[src/rtl/tsi_ram.sv]
// Generic single-port-write, single-read RAM with registered read data.
// No dependencies.
module tsi_ram #(
  parameter int Width = 8,
  parameter int Depth = 32
) (
  input  logic                     clk,
  input  logic                     we,
  input  logic [$clog2(Depth)-1:0] waddr,
  input  logic [Width-1:0]         wdata,
  input  logic [$clog2(Depth)-1:0] raddr,
  output logic [Width-1:0]         rdata
);

  logic [Width-1:0] mem [Depth];

  always_ff @(posedge clk) begin
    if (we) begin
      mem[waddr] <= wdata;
    end
    rdata <= mem[raddr];
  end

endmodule

[config.mk]
export PLATFORM = sky130hd
export DESIGN_NAME = tsi_ram
export DESIGN_NICKNAME = d
export VERILOG_FILES = /design/src/rtl/tsi_ram.sv
export SDC_FILE = /design/constraint.sdc
export NUM_CORES = 1
export LEC_CHECK = 0
export BUFFER_PORTS_ARGS = -buffer_cell sky130_fd_sc_hd__buf_2
export CORE_MARGIN = 8
export CORE_UTILIZATION = 43
export DETAILED_ROUTE_END_ITERATION = 6
export PLACE_DENSITY = 0.59
export SLEW_MARGIN = 20
export SYNTH_ARGS = -nofsm -noshare
export SYNTH_HDL_FRONTEND = slang
export SYNTH_SLANG_ARGS = --single-unit
[constraint.sdc]
create_clock -name clk -period 2.61 [get_ports clk]
set_clock_uncertainty 0.1 [all_clocks]
set_input_delay 0.261 -clock clk [delete_from_list [all_inputs] [get_ports clk]]
set_output_delay 0.261 -clock clk [all_outputs]
set_load 0.01 [all_outputs]
Word level (Yosys, flattened, before mapping)
Memories as Yosys holds them, arrays and structs flattened. A register that Yosys moved wholly into a read port is not among the register bits.
Cells that the tools add are included.
{"block": "totals", "n_memories": 1, "register_bits": 0, "mem_bits_rw": 256, "input_bits": 20}
{"block": "op_classes", "muxes": 2}
{"memory": "mem", "depth": 32, "width": 8, "rd": 1, "rd_clocked_by_memory_dff": 1, "wr": 1, "line": "15", "text": "logic [Width-1:0] mem [Depth];"}
{"op": "2-to-1 mux 1 bit", "count": 2}

Longest topological paths before layout
{"block": "logic_depth", "ltp_word": 2, "mapped_depth": 5, "mapped_depth_nobuf": 3}

Worst setup path before layout
Ideal clock, no wire load.
{"block": "synth_path", "path_kind": "input to register", "startpoint": "input raddr[2]", "endpoint": "register rdata[0] (read register of mem)", "path_buffers": 2, "setup_ns": 0.121, "path_slack_ns": 0.447, "arrival_ns": 1.943, "path_stages": 5, "path_cell_list": "clkbuf_1 > clkbuf_1 > mux4_2 > mux4_2 > mux2_2"}
{"element": "start: declaration", "line": "11", "text": "input logic [$clog2(Depth)-1:0] raddr,"}
{"element": "end: declaration", "line": "12", "text": "output logic [Width-1:0] rdata"}

==> summary.txt <==
Outcome
  • Outcome: finished, final reports clean

Drt
  • WL/cell: 25.0 um
  • Total routed wirelength: 20,700 um
  • Post-route antenna net violation count: 0
  • WL met3: 1350 um
  • Iteration-0 DRC Markers: 555
  • Met2 wire len: 9600 um
  • Met1 wire length: 9490 um
  • Drt drc: 0
  • Max Used Layer: met4
  • Via/cell ratio: 5.46
  • Via Count: 4,514
  • Pre-Repair DR Iteration Count: 5

Floorplan
  • Core region area: 23,200 um^2
  • Die Wd: 169 um
  • Row cnt: 56
  • # IOs: 28
  • Chip height: 169 um
  • Die footprint: 28,500 um^2
  • Initial core utilization: 43.3%

Critical path
  • CP Data Required Time: 2910 ps
  • CP Capture Type: flop
  • Crit path max-delay family: multiplexers
  • Flop-to-flop setup slack: 660 ps
  • Crit path arrival time: 2250 ps
  • Worst r2r path cells: 3
  • R2r endpoint: rdata[6]$_DFF_P_
  • Critical Path Source Type: flop
  • Most common cell on crit path: mux4_2
  • Buf/Inv on CP: 0
  • Critical Path Fanout Max: 1
  • Worst path max stage delay: 560 ps
  • Kind of critical path: reg -> reg
  • Critical-path cell with the highest stage delay: mux4_2
  • R2r startpoint: mem[30][6]$_DFFE_PP_
  • Cells along the critical path: mux4_2 -> mux4_2 -> mux2_2
  • Worst Setup SP: mem[30][6]$_DFFE_PP_

Clock tree
  • CTS sink count: 264
  • # Post-CTS Setup Buffers: 0
  • TritonCTS clock tree: built
  • Post-CTS sizing: 0
  • H-Tree Level Count: 1
  • Clock root cell: clkbuf_16
  • Worst-path clk slew: 60 ps
  • Clock buffer depth: 3
  • Clk_lat worst skew: 510 ps
  • Hold buffers post-CTS: 0
  • Total CTS buffers: 26

Min path
  • Hold Path Class: in -> reg
  • WHS Endpoint: rdata[4]$_DFF_P_
  • Hold depth: 2
  • Hold path start: raddr[3]

Logic synthesis
  • Synth cell types: 15
  • Synth Flop Type: edfxtp_1
  • Syn_nets: 437
  • Post-Syn Area: 10,100 um^2
  • Yosys Warn Count: 0
  • Seq/Total Area, Yosys: 78.1%
  • Top cells by area, synth: edfxtp_1 (76%), mux4_2 (18%), dfxtp_1 (1.6%), nor2_1 (1.2%), mux2_2 (0.90%)
  • Post-synthesis cell count: 417
  • FF+latch count, synth: 264
  • Post-synth EDFFs: 256
  • Commonest cells in the netlist: edfxtp_1 (256), mux4_2 (80), nor2_1 (33)
  • Synth async-reset ratio: 0%
  • Count leader, synth: edfxtp_1
  • Area leader, netlist: edfxtp_1
  • Mapped Avg Cell Area: 24.1 um^2
  • Top cell type's share of synthesized area: 76.5%

Placed design
  • DP Wirelength: 13,100 um
  • Placed Area: 10,800 um^2
  • RePlAce Congestion: 0.733
  • IO buf count: 27

STA
  • Endpoints failing hold: 0
  • Endpoints failing setup: 0
  • Period Utilization, post-route: 74.7%
  • Setup TNS: 0 ps
  • Max Freq: 513 MHz
  • Relative slew slack: 57.1%
  • Worst slew pin tran: 644 ps
  • Hold slack: 151 ps
  • Fin crit period: 1950 ps
  • Max Slew Vio Count: 0
  • RSZ-0062 raised after global routing: no

Global route
  • Initial antenna violation count: 0
  • Vias in the first global route: 4,631
  • Tot GR Track Use: 14.8%
  • Global-route wire length before repair: 31,400 um
  • Gr ovfl total: 0
  • Largest net degree at the start of global routing: 65

Run
  • Max Cap Viol: 0

Power and ir drop
  • Leakage: 3.72 nW
  • Worst ir drop on vdd: 0.344 mV
  • PwrDens: 771 nW/um^2

Finish
  • Ratio of cells with drive above 1 in the final layout: 38.6%
  • Fin util: 50.5%
  • Layout area overhead: 16.4%
  • Fin area: 11,700 um^2
  • Antenna cell count: 0
  • Nets: 509
cells by family after synthesis:
group | share of synthesized area [%]
mux | 18.8
simple gates | 2.07
flops | 78.1
buf+inv | 1.06
power by group:
| group | internal (mW) | total, mW | switching, mW |
|---|---|---|---|
| registers | 4.71 | 4.74 | 0.0225 |
| logic | 0.202 | 0.459 | 0.257 |
| clock network | 2.34 | 3.83 | 1.49 |
| total | 7.25 | 9.03 | 1.77 |
sequential cells by signal (all words and copies together), names as in the netlist:
signal and cells:
mem 256, rdata 8
worst max path at each step:
stage | end | slack [ps] | cells after the start
finish | rdata[6]$_DFF_P_ | 660 | 3
global placement | rdata[6]$_DFF_P_ | 170 | 5
global route | rdata[6]$_DFF_P_ | 630 | 3
detailed placement | rdata[6]$_DFF_P_ | 160 | 5
CTS | rdata[6]$_DFF_P_ | 650 | 3
floorplan | rdata[0]$_DFF_P_ | 450 | 5
final cells by class:
cell class | count | area [um^2]
Clock inverter | 14 | 175
Clock buffer | 33 | 718
Fill cell | 1821 | 11500
Sequential cell | 264 | 7850
Tap cell | 319 | 399
Multi-Input combinational cell | 133 | 2100
Timing Repair Buffer | 64 | 465
layout by cell type, fill, tap and decap left out, drive strengths merged:
master,netlist,routed
clkinv,0,7
mux2,8,8
bufinv,0,4
clkbuf,6,33
dfxtp,8,8
nand3,2,2
or3,1,1
clkinvlp,0,3
nor2,33,33
mux4,80,80
nand2,1,1
edfxtp,256,256
nand3b,5,5
or3b,3,3
buf,14,64
metal layers:
metal | up-vias | global-route usage (%)
li1 | 1925 | -
met4 | 0 | 3.14
met5 | - | 0
met3 | 21 | 2.80
met1 | 2445 | 21.9
met2 | 123 | 22.6
through the flow:
step / setup WS (ps) / std cells / total power [mW]
2_1_floorplan: 447 / 417 / 5.08
3_3_place_gp: 171 / 780 / 5.29
3_5_place_dp: 159 / 780 / 5.30
4_1_cts: 646 / 827 / 9.12
5_1_grt: 625 / 827 / 9.31
6_report: 659 / 827 / 9.03
(Power assumes the default switching activity.)
