### src/rtl/tsi_pkg.sv
// Package for the timestamped sample interpolator: shared types and constants.
// No dependencies.
package tsi_pkg;

  localparam int TimeW = 32;
  localparam int PoseW = 32;
  localparam int FlagW = 8;
  localparam int DelayW = 20;
  localparam int WeightW = 17;

  // configuration register indexes
  localparam logic [0:0] REG_DELAY = 1'b0;
  localparam logic [0:0] REG_ALIVE = 1'b1;

  localparam logic CMD_PUSH = 1'b0;
  localparam logic CMD_QUERY = 1'b1;

  // one stored sample: time, five pose words, flag byte
  typedef struct packed {
    logic [TimeW-1:0] ts;
    logic [PoseW-1:0] px;
    logic [PoseW-1:0] py;
    logic [PoseW-1:0] pz;
    logic [PoseW-1:0] pyaw;
    logic [PoseW-1:0] ppitch;
    logic [FlagW-1:0] flags;
  } sample_t;

  localparam int SampleW = $bits(sample_t);

endpackage

### src/rtl/tsi_blend.sv
// Blend of one pose word: older + floor((newer - older) * t / 65536).
// Two registered stages. Uses tsi_pkg.
module tsi_blend
  import tsi_pkg::*;
(
  input  logic                 clk,
  input  logic [PoseW-1:0]     older,
  input  logic [PoseW-1:0]     newer,
  input  logic [WeightW-1:0]   weight,
  output logic [PoseW-1:0]     res
);

  logic signed [PoseW:0]        d;
  logic signed [PoseW+WeightW+1:0] prod;
  logic [PoseW-1:0]             old_q;

  // stage 1: difference of newer and older, with the older value registered alongside
  always_ff @(posedge clk) begin
    d <= $signed({newer[PoseW-1], newer}) - $signed({older[PoseW-1], older});
    old_q <= older;
  end

  // stage 2: difference times weight; the arithmetic shift floors, then the older value is added back
  always_ff @(posedge clk) begin
    prod <= d * $signed({1'b0, weight});
  end

  assign res = old_q + prod[PoseW+15:16];

endmodule

### config.mk
export PLATFORM = sky130hd
export DESIGN_NAME = tsi_blend
export DESIGN_NICKNAME = d
export VERILOG_FILES = /design/src/rtl/tsi_pkg.sv /design/src/rtl/tsi_blend.sv
export SDC_FILE = /design/constraint.sdc
export NUM_CORES = 1
export LEC_CHECK = 0
export BUFFER_PORTS_ARGS = -buffer_cell sky130_fd_sc_hd__buf_2
export CAP_MARGIN = 20
export CELL_PAD_IN_SITES_DETAIL_PLACEMENT = 2
export CELL_PAD_IN_SITES_GLOBAL_PLACEMENT = 2
export CORE_MARGIN = 8
export CORE_UTILIZATION = 41
export CTS_CLUSTER_DIAMETER = 120
export CTS_CLUSTER_SIZE = 14
export DETAILED_ROUTE_END_ITERATION = 12
export GPL_ROUTABILITY_DRIVEN = 0
export GPL_TIMING_DRIVEN = 0
export HOLD_SLACK_MARGIN = 0.08
export PLACE_DENSITY = 0.89
export SKIP_LAST_GASP = 1
export SLEW_MARGIN = 20
export SYNTH_ARGS = -nofsm -noshare
export SYNTH_HDL_FRONTEND = slang
export SYNTH_SLANG_ARGS = --single-unit
### constraint.sdc
create_clock -name clk -period 7.36 [get_ports clk]
set_clock_uncertainty 0.2 [all_clocks]
set_input_delay 0.368 -clock clk [delete_from_list [all_inputs] [get_ports clk]]
set_output_delay 0.368 -clock clk [all_outputs]
set_load 0.02 [all_outputs]
# Yosys cells after proc, flatten, opt, wreduce, memory -nomap -nowiden
# Index checks and enable logic that the tools add are counted.
[totals]
register_bits = 113
input_bits = 82
[op_classes]
n_addsub = 2
multipliers = 1
[op_table]
columns = ["cell", "count"]
rows = [
  ["$mul 33x18->48", 1],
  ["$sub 32x32->33", 1],
  ["$add 32x32->32", 1],
]

# Logic depth before layout (Yosys ltp)
[logic_depth]
word_depth = 1
ltp_mapped = 24
mapped_depth_nobuf = 23

# Worst setup path after synthesis
# Ideal clock, no wire load.
[synth_timing]
path_kind = "input to register"
start = "input port weight[3]"
end = "register prod[46]"
t_required_ns = 7.023
path_stages = 22
slack_ns = 1.145
arrival_time_ns = 5.877
cell_sequence = "clkbuf_1 -> and2_1 -> fa_1 -> inv_1 -> fa_1 -> inv_1 -> fa_1 -> inv_1 -> fa_1 -> fa_1 -> fa_1 -> inv_1 -> ha_1 -> a21oi_1 -> o2111ai_1 -> o211ai_1 -> a31oi_4 -> o31ai_4 -> a2111o_1 -> a211oi_2 -> or2_1 -> o311ai_2"
[synth_between]
elab_chain_len = 1
[synth_rtl]
columns = ["element", "line", "source"]
rows = [
  ["start: declaration", "tsi_blend.sv:9", "input logic [WeightW-1:0] weight,"],
  ["$mul 33x18->48", "tsi_blend.sv:25", "prod <= d * $signed({1'b0, weight});"],
  ["end signal: assignment", "tsi_blend.sv:25", ""],
  ["end: declaration", "tsi_blend.sv:14", "logic signed [PoseW+WeightW+1:0] prod;"],
]
# Every way passes these cells.

# Final worst setup path
[layout_timing]
start = "input port weight[4]"
end = "register prod[40]"
# Same word-level chain as after synthesis.

==> impl_metrics.ini <==
[run_status]
status = finished, violations left
violations = setup timing

[job]
maxCapViolCount = 0

[sta]
finalCritPeriodShare_pct = 104
relSlewSlack_pct = 19.6
setup_slack_ps = -314
rsz0062_at_grt = yes
final_hold_viol_count = 0
final_max_slew_viol_count = 0
setup_violations = 19
worstMarginPinSlew_ps = 1210
min_period_ps = 7670
clock.fmax_mhz = 130

[floorplanning]
rows = 88
ios = 114
design.core.area_um2 = 57400
dieWidth_um = 256
start_util_pct = 41.3
die_h_um = 256
die_area_um2 = 65700

[critical_path]
worstPathArrival_ps = 7800
setup.worst_path.end_class = flip-flop
start_kind = input port
cp_max_fo = 11
critical_path_class = input port to flip-flop
cp.required_ps = 7480

[place]
dpl.cell_count = 3532
io_buffer_count = 113
dpl.hpwl_um = 90000
placed_area_um2 = 25200

[synth]
ys.flop_type = dfxtp_1
syn_nets = 3425
synth_area_um2 = 23700
ys_ff_latch = 97
ys_seq_area_share_pct = 8.20
yosysUniqueCellTypes = 72
synth-edff-count = 0
yosysWarnings = 0
synth.avg_cell_area_um2 = 8.92
async_flop_share_pct = 0
syn_inst = 2654

[final_layout]
final_cell_mix = 674 x inv_1, 504 x fa_1, 302 x nand2_1
area_growth_syn_to_layout_pct = 10.9
nNetsFinal = 3585
postLayoutCellArea_um2 = 26300
drive_above_1_share_pct = 9.83
final_cells = 3601
final_common_cell = inv_1

[global_routing]
grt_pass1_wl_um = 189000
grt_remaining_overflow = 0
grt_pass1_vias = 26800
antenna_found_initial = 21
grt_max_degree = 20
track_usage_pct = 40.0

[clocking]
clock_sinks = 97
cts_root_buf = clkbuf_16
clock_latency_ps = 400
clkTransAtPathRegs_ps = 90
cts_buffers = 9
clk_path_buf_depth = 2
cts_tree = done
htreeDepth = 3

[route]
drc = 0
routedWlPerCell_um = 37.6
first_pass_iters = 6
totalWireLength_um = 136000
drtAntennaViolNets = 0
drt_iter0_drc = 2105
viasPerCell = 6.18
vias = 22300

[hold_path]
hold_class = input port to flip-flop
## flip-flops by register name, summed over array words and instances (netlist names)
register	count
prod	32
old_q	32
d	33
## critical path, stage by stage
cell	delay [ps]
buf_2	250
buf_2	520
nand2_1	450
fa_1	630
fa_1	540
fa_1	610
inv_1	80
fa_2	620
fa_1	580
inv_1	70
fa_1	480
inv_1	50
ha_1	280
clkbuf_1	320
nand2_1	240
nor3_2	260
nand2_1	160
a2111o_1	410
buf_12	160
nand2_1	220
a41o_1	250
xor2_1	180
## cell families (layout without fill, tap and decap cells)
family,after synthesis,in the layout,synth area share (%)
xor+xnor,82,82,3.03
simple gates,776,776,16.4
flops,97,97,8.20
buf+inv,763,928,12.1
compound gates,244,244,7.38
other cells,0,17,0
fa+ha+maj,689,689,52.8
mux,3,3,0.132
## worst paths after layout
path | startpoint | endpoint | slack (ps) | depth (start not counted)
worst max-delay path | weight[4] | prod[40]$_DFF_P_ | -310 | 22
worst min-delay path | newer[0] | d[0]$_DFF_P_ | 120 | 4
worst max register to register | d[28]$_DFF_P_ | prod[40]$_DFF_P_ | -260 | 21
worst min register to register | d[32]$_DFF_P_ | prod[47]$_DFF_P_ | 1220 | 6
## Yosys cell counts (5+ instances only)
master | number | share of area [%]
and2_1 | 297 | 7.8
nor2b_1 | 13 | 0.34
nand2b_1 | 13 | 0.34
a21oi_1 | 64 | 1.4
nor3_1 | 27 | 0.57
dfxtp_1 | 97 | 8.2
o21a_1 | 20 | 0.63
o21ai_0 | 33 | 0.70
a21o_1 | 27 | 0.86
nand4_1 | 7 | 0.18
or3_1 | 10 | 0.26
ha_1 | 173 | 9.1
o21bai_1 | 5 | 0.16
clkbuf_1 | 88 | 1.4
and3_1 | 6 | 0.16
fa_1 | 516 | 44
a211oi_1 | 11 | 0.35
a21boi_0 | 6 | 0.19
o211ai_1 | 12 | 0.38
xor2_1 | 16 | 0.59
nand3_1 | 7 | 0.15
nor2_1 | 77 | 1.2
xnor2_1 | 66 | 2.4
a31oi_1 | 7 | 0.18
nand2_1 | 302 | 4.8
inv_1 | 674 | 11
## repair_timing
item / CTS / global route
gates cloned: 0 / 0
setup endpoints to repair: 24 / 26
buffers inserted: 1 / 3
hold buffers: 32 / 0
pin swaps: 1 / 6
endpoints found under the hold margin: 32 / 0
gates resized for setup: 89 / 119
## layer usage
metal  vias up  track usage, %  share of wire [%]
li1       8206               -                  -
met1     11300            38.8                 30
met2      1795            67.1                 47
met3       968            12.9                9.8
met4         4            37.4                 12
met5         -           0.150              0.020
## metrics by stage
step           utilization, %  setup slack (ps)  setup TNS (ps)  hold slack, ps
6_report                 45.8              -314           -3550             121
5_1_grt                  45.8              -267           -2160             147
3_3_place_gp             43.9              -307           -2120             289
4_1_cts                  45.3              2.64               0             112
3_5_place_dp             43.9              -774          -11530             290
2_1_floorplan               -              1150               0             196
## layout make-up
type | instances | area (µm²)
Tap cell | 765 | 957
Timing Repair Buffer | 149 | 928
Sequential cell | 97 | 2010
Buffer | 89 | 513
Multi-Input combinational cell | 1794 | 19000
Clock buffer | 9 | 225
Fill cell | 6195 | 31100
Antenna cell | 17 | 42.5
Inverter | 674 | 2530
Clock inverter | 7 | 72.6
Power is left out: the tool's default activity adds up to more than one toggle a clock period on the data nets, which glitch-free logic cannot reach.
