--- config.mk ---
export PLATFORM = sky130hd
export DESIGN_NAME = tsi_div
export DESIGN_NICKNAME = d
export VERILOG_FILES = /design/src/rtl/tsi_pkg.sv /design/src/rtl/tsi_div.sv
export SDC_FILE = /design/constraint.sdc
export NUM_CORES = 1
export LEC_CHECK = 0
export BUFFER_PORTS_ARGS = -buffer_cell sky130_fd_sc_hd__buf_2
export CAP_MARGIN = 20
export CORE_UTILIZATION = 60
export CTS_BUF_LIST = sky130_fd_sc_hd__clkbuf_4 sky130_fd_sc_hd__clkbuf_8 sky130_fd_sc_hd__clkbuf_16
export CTS_CLUSTER_SIZE = 14
export DETAILED_ROUTE_END_ITERATION = 8
export PLACE_DENSITY_LB_ADDON = 0.1
export SYNTH_ARGS = -nofsm -noshare
export SYNTH_HDL_FRONTEND = slang
export SYNTH_SLANG_ARGS = --single-unit
--- constraint.sdc ---
create_clock -name clk -period 23.9 [get_ports clk]
set_clock_uncertainty 0.1 [all_clocks]
set_input_delay 4.78 -clock clk [delete_from_list [all_inputs] [get_ports clk]]
set_output_delay 4.78 -clock clk [all_outputs]
set_load 0.05 [all_outputs]
--- src/rtl/tsi_pkg.sv ---
// Package for the timestamped sample interpolator: shared types and constants.
// No dependencies.
package tsi_pkg;

  localparam int TimeW = 32;
  localparam int PoseW = 32;
  localparam int FlagW = 8;
  localparam int DelayW = 20;
  localparam int WeightW = 17;

  // configuration register indexes
  localparam logic [0:0] REG_DELAY = 1'b0;
  localparam logic [0:0] REG_ALIVE = 1'b1;

  localparam logic CMD_PUSH = 1'b0;
  localparam logic CMD_QUERY = 1'b1;

  // one stored sample: time, five pose words, flag byte
  typedef struct packed {
    logic [TimeW-1:0] ts;
    logic [PoseW-1:0] px;
    logic [PoseW-1:0] py;
    logic [PoseW-1:0] pz;
    logic [PoseW-1:0] pyaw;
    logic [PoseW-1:0] ppitch;
    logic [FlagW-1:0] flags;
  } sample_t;

  localparam int SampleW = $bits(sample_t);

endpackage

--- src/rtl/tsi_div.sv ---
// Radix-2 restoring divider: quotient of a 49-bit numerator by a 33-bit
// divisor, one bit per cycle. Uses tsi_pkg.
module tsi_div
  import tsi_pkg::*;
(
  input  logic               clk,
  input  logic               rst,
  input  logic               start,
  input  logic [48:0]        num,
  input  logic [TimeW:0]     den,
  output logic               done,
  output logic [48:0]        quo
);

  logic [5:0]       cnt;
  logic             run;
  logic [TimeW+1:0] rem;
  logic [48:0]      nsh;
  logic [TimeW:0]   dv;
  logic [TimeW+1:0] trial;
  logic [TimeW+1:0] diff;

  assign trial = {rem[TimeW:0], nsh[48]};
  assign diff  = trial - {1'b0, dv};

  // shift one numerator bit per cycle into the remainder
  always_ff @(posedge clk) begin
    if (rst) begin
      run <= 1'b0;
      done <= 1'b0;
      cnt <= '0;
    end else begin
      done <= 1'b0;
      if (start) begin
        run <= 1'b1;
        cnt <= 6'd49;
        rem <= '0;
        nsh <= num;
        dv <= den;
        quo <= '0;
      end else if (run) begin
        nsh <= {nsh[47:0], 1'b0};
        if (!diff[TimeW+1]) begin
          rem <= diff;
          quo <= {quo[47:0], 1'b1};
        end else begin
          rem <= trial;
          quo <= {quo[47:0], 1'b0};
        end
        cnt <= cnt - 6'd1;
        if (cnt == 6'd1) begin
          run <= 1'b0;
          done <= 1'b1;
        end
      end
    end
  end

endmodule

# After elaboration in Yosys (flattened, before gate mapping)
# Cells that the tools add are included.
[word_totals]
inputBits = 85
ff_bits = 172
out_inout_bits = 50
elab_cells = 30
[classes]
add_sub_neg = 2
n_reduce_logical = 5
n_eq_ne = 1
bitwise = 2
mux = 12
[op_table]
columns = ["op", "count"]
rows = [
  ["two-way mux 49 bit", 3],
  ["two-way mux 33 bit", 2],
  ["subtractor 34 x 33 -> 34 bit", 1],
  ["two-way mux 6 bit", 2],
  ["== test 6 x 1 -> 1 bit (second input constant)", 1],
  ["subtractor 6 x 1 -> 6 bit (second input constant)", 1],
  ["two-way mux 1 bit", 5],
  ["AND reduction 2 bit", 2],
  ["OR reduction 3 bit", 1],
  ["NOT 1 bit", 2],
  ["nonzero test 2 bit", 1],
  ["OR reduction 2 bit", 1],
]

# Logic depth before layout (Yosys ltp)
[depth]
depth_word = 4
depth_mapped = 14
mapped_depth_nobuf = 12

# Least setup slack after synthesis
# OpenSTA, ideal clock, no wires.
[synth_timing]
kind = "input port to flip-flop"
from = "input start"
to = "register nsh[0] (enable)"
cell_stages = 4
path_buffers = 2
arrival_ns = 10.863
t_required_ns = 23.177
setup_time_ns = 0.623
slack_ns = 12.314
cell_sequence = "clkbuf_1 > clkbuf_1 > nor2_1 > nor2_1"
[synth_via]
elab_chain_len = 2
[synth_rtl]
columns = ["element", "line_no", "source"]
rows = [
  ["from (decl)", "tsi_div.sv:8", "input logic start,"],
  ["nonzero test 2 bit (no line)", "n/a", ""],
  ["AND reduction 2 bit (no line)", "n/a", ""],
  ["to (signal assigned)", "tsi_div.sv:38", "nsh <= num;"],
  ["to (signal assigned)", "tsi_div.sv:42", "nsh <= {nsh[47:0], 1'b0};"],
  ["to (decl)", "tsi_div.sv:18", "logic [48:0] nsh;"],
]
# Every way passes these cells.
# A chain may end at the register's enable or synchronous reset.

# Worst setup path after layout
[layout_timing]
from = "input start"
to = "register dv[31] (enable)"
[layout_via]
elab_chain_len = 1
[layout_rtl]
columns = ["element", "line_no", "source"]
rows = [
  ["AND reduction 2 bit (no line)", "n/a", ""],
  ["to (signal assigned)", "tsi_div.sv:39", "dv <= den;"],
  ["to (decl)", "tsi_div.sv:19", "logic [TimeW:0] dv;"],
]
# Every way passes these cells.

==> results_dict.tcl <==
set metrics [dict create \
    core_um2 13900 \
    fmax_ghz 0.151 \
    reg2reg_depth 12 \
    path_class "in2reg" \
    worstMarginPinSlew_ps 944 \
    synth.top_cell.area_share_pct 57.1 \
    gp_congestion 0.886 \
    worst_setup_path_end_kind "flip-flop" \
    die_h_um 122 \
    max_cap_violations 0 \
    cp.required_ps 23910 \
    hold_viol_final 0 \
    place_hpwl_um 11500 \
    crit_start "start" \
    pre_cts_slack_ps 16780 \
    worst_r2r_endpoint "rem[25]$_SDFFCE_PP0P_" \
    finalPower_mw 0.811 \
    status "finished clean" \
    synthesis.instances 708 \
    rows 43 \
    fin_nets 959 \
    hp-class "reg2reg" \
    ys_async_sr_fraction_pct 0 \
    synth_commonest_cells "edfxtp_1 (164), nand2_1 (72), a21oi_1 (61), nor2b_1 (49), mux2_2 (48)" \
    regToRegStartpoint "dv[1]$_DFFE_PP_" \
    post_cts_buffers 0 \
    synth-edff-count 164 \
    maxSlewHeadroom_pct 37.0 \
    ys_warn_count 0 \
    synth.most_common_cell "edfxtp_1" \
    area_growth_syn_to_layout_pct 16.4 \
    fin_ws_ps 17290 \
    ys_ff_latch 172 \
    fin_crit_ps 6610 \
    grt_pass1_vias 5705 \
    portBuffers 134 \
    post_cts_resize_count 0 \
    drtIter0Drc 393 \
    drive_above_1_share_pct 27.3 \
    placed_cells 998 \
    drc_errors 0 \
    cp.arrival_ps 6620 \
    vdd_drop_max_v 0.0000560 \
    wl_um 16800 \
    rsz0062_at_grt "false" \
    cts_tree "built" \
    vias 5835 \
    track_usage_pct 23.8 \
    rrSetupSlack_ps 20060 \
    ant_nets 0 \
    endpoint "dv[31]$_DFFE_PP_" \
    stdcell_count 1032 \
    die_x_um 122 \
    ys_seq_area_share_pct 59.0 \
    synth_flop_cell "edfxtp_1" \
    grt_pass1_wl_um 26900 \
    antenna_found_initial 0 \
    cp-start-kind "input port" \
    period_share_pct 27.7 \
    yosys.area.top_type "edfxtp_1" \
    avgRoutedWirePerCell_um 16.3 \
    cts_buffers 17 \
    final.setup.tns_ps 0 \
    p_leak_nw 4.02 \
    cts_buffer_depth 2 \
    synth.area.top_cells "edfxtp_1 (57%), mux2_2 (6.3%), ha_1 (5.1%)" \
    overflow 0 \
    synth_area_um2 8620 \
    h-tree-depth 4 \
    clock_latency_ps 430 \
    synth_cell_types 61 \
    root_buffer "clkbuf_16" \
    clock-sinks 172 \
    start_util_pct 61.9 \
    drtPass1Iterations 4 \
    power.density_nw_per_um2 80.8 \
    cts.hold.buffers_added 0 \
    setup_viol 0 \
    critical_path.max_fanout 50 \
    avgSynthCellArea_um2 12.2 \
    slew_viol_final 0 \
    vias_per_cell 5.65 \
    cts.clk_slew.worst_paths_ps 60 \
    grt_max_degree 87 \
    boundaryPins 135 \
    design.die.area_um2 14900 \
    syn_nets 829 \
]
[logic make-up after synthesis]
family / after synthesis / share of synthesized area [%]
flops: 172 / 59.0
simple gates: 207 / 11.9
xor+xnor: 30 / 3.05
buf+inv: 74 / 3.44
compound gates: 140 / 10.9
mux: 49 / 6.38
fa+ha+maj: 36 / 5.31
[state kept, by name, summed over array words and instances (netlist names)]
| signal | cells |
|---|---|
| dv | 33 |
| run | 1 |
| done | 1 |
| nsh | 49 |
| cnt | 6 |
| quo | 49 |
| rem | 33 |
[through the flow]
step / util [%] / area [um2] / hold WS (ps)
final: 72.0 / 10000 / 436
after global routing: 72.0 / 10000 / 470
after detailed placement: 67.8 / 9450 / 396
after floorplan: - / 8620 / 369
after global placement: 67.8 / 9450 / 386
after CTS: 72.0 / 10000 / 450
[per-layer routing]
metal | track usage (%) | wire length [um]
met5 | 0 | 0
met4 | 8.02 | 312
met3 | 6.46 | 1040
met2 | 38.9 | 8240
met1 | 30.7 | 7240
[critical path, stage by stage]
cell	delay, ps
buf_4	450
inv_1	260
nor2_2	700
buf_4	400
[report_power, final]
part / switching [mW] / leakage, nW / internal, mW
clock: 0.116 / 0.271 / 0.157
combinational: 0.104 / 2.11 / 0.0651
sequential: 0.0103 / 1.65 / 0.360
total: 0.230 / 4.02 / 0.581
[final cells by class]
class | instances | area [um2]
sequential | 172 | 5080
fill | 951 | 3900
antenna | 1 | 2.50
clock buffer | 19 | 440
multi-input combinational | 462 | 3250
timing repair buffer | 141 | 726
inverter | 44 | 165
clock inverter | 13 | 141
tap | 180 | 225
[worst min-delay path by stage]
stage          slack, ps                  end  cells past startpoint           startpoint
2_1_floorplan        370  cnt[1]$_SDFFE_PP0P_                      2  cnt[1]$_SDFFE_PP0P_
3_3_place_gp         390  cnt[1]$_SDFFE_PP0P_                      2  cnt[1]$_SDFFE_PP0P_
3_5_place_dp         400  cnt[1]$_SDFFE_PP0P_                      2  cnt[1]$_SDFFE_PP0P_
4_1_cts              450  cnt[1]$_SDFFE_PP0P_                      2  cnt[1]$_SDFFE_PP0P_
5_1_grt              470    nsh[46]$_DFFE_PP_                      1    nsh[45]$_DFFE_PP_
6_report             440  cnt[1]$_SDFFE_PP0P_                      2  cnt[1]$_SDFFE_PP0P_
[cell usage in the layout, fill, tap and decap left out, drive strengths merged, types with 8 or more instances in the layout]
cell	n
nor2	31
o21ai	15
a21o	16
nor2b	49
buf	141
mux2	48
edfxtp	164
dfxtp	8
nor3	13
nand2	73
a21oi	62
clkbuf	19
ha	35
xor2	9
xnor2	21
inv	46
Note: power is estimated with default switching activity, not from simulation.
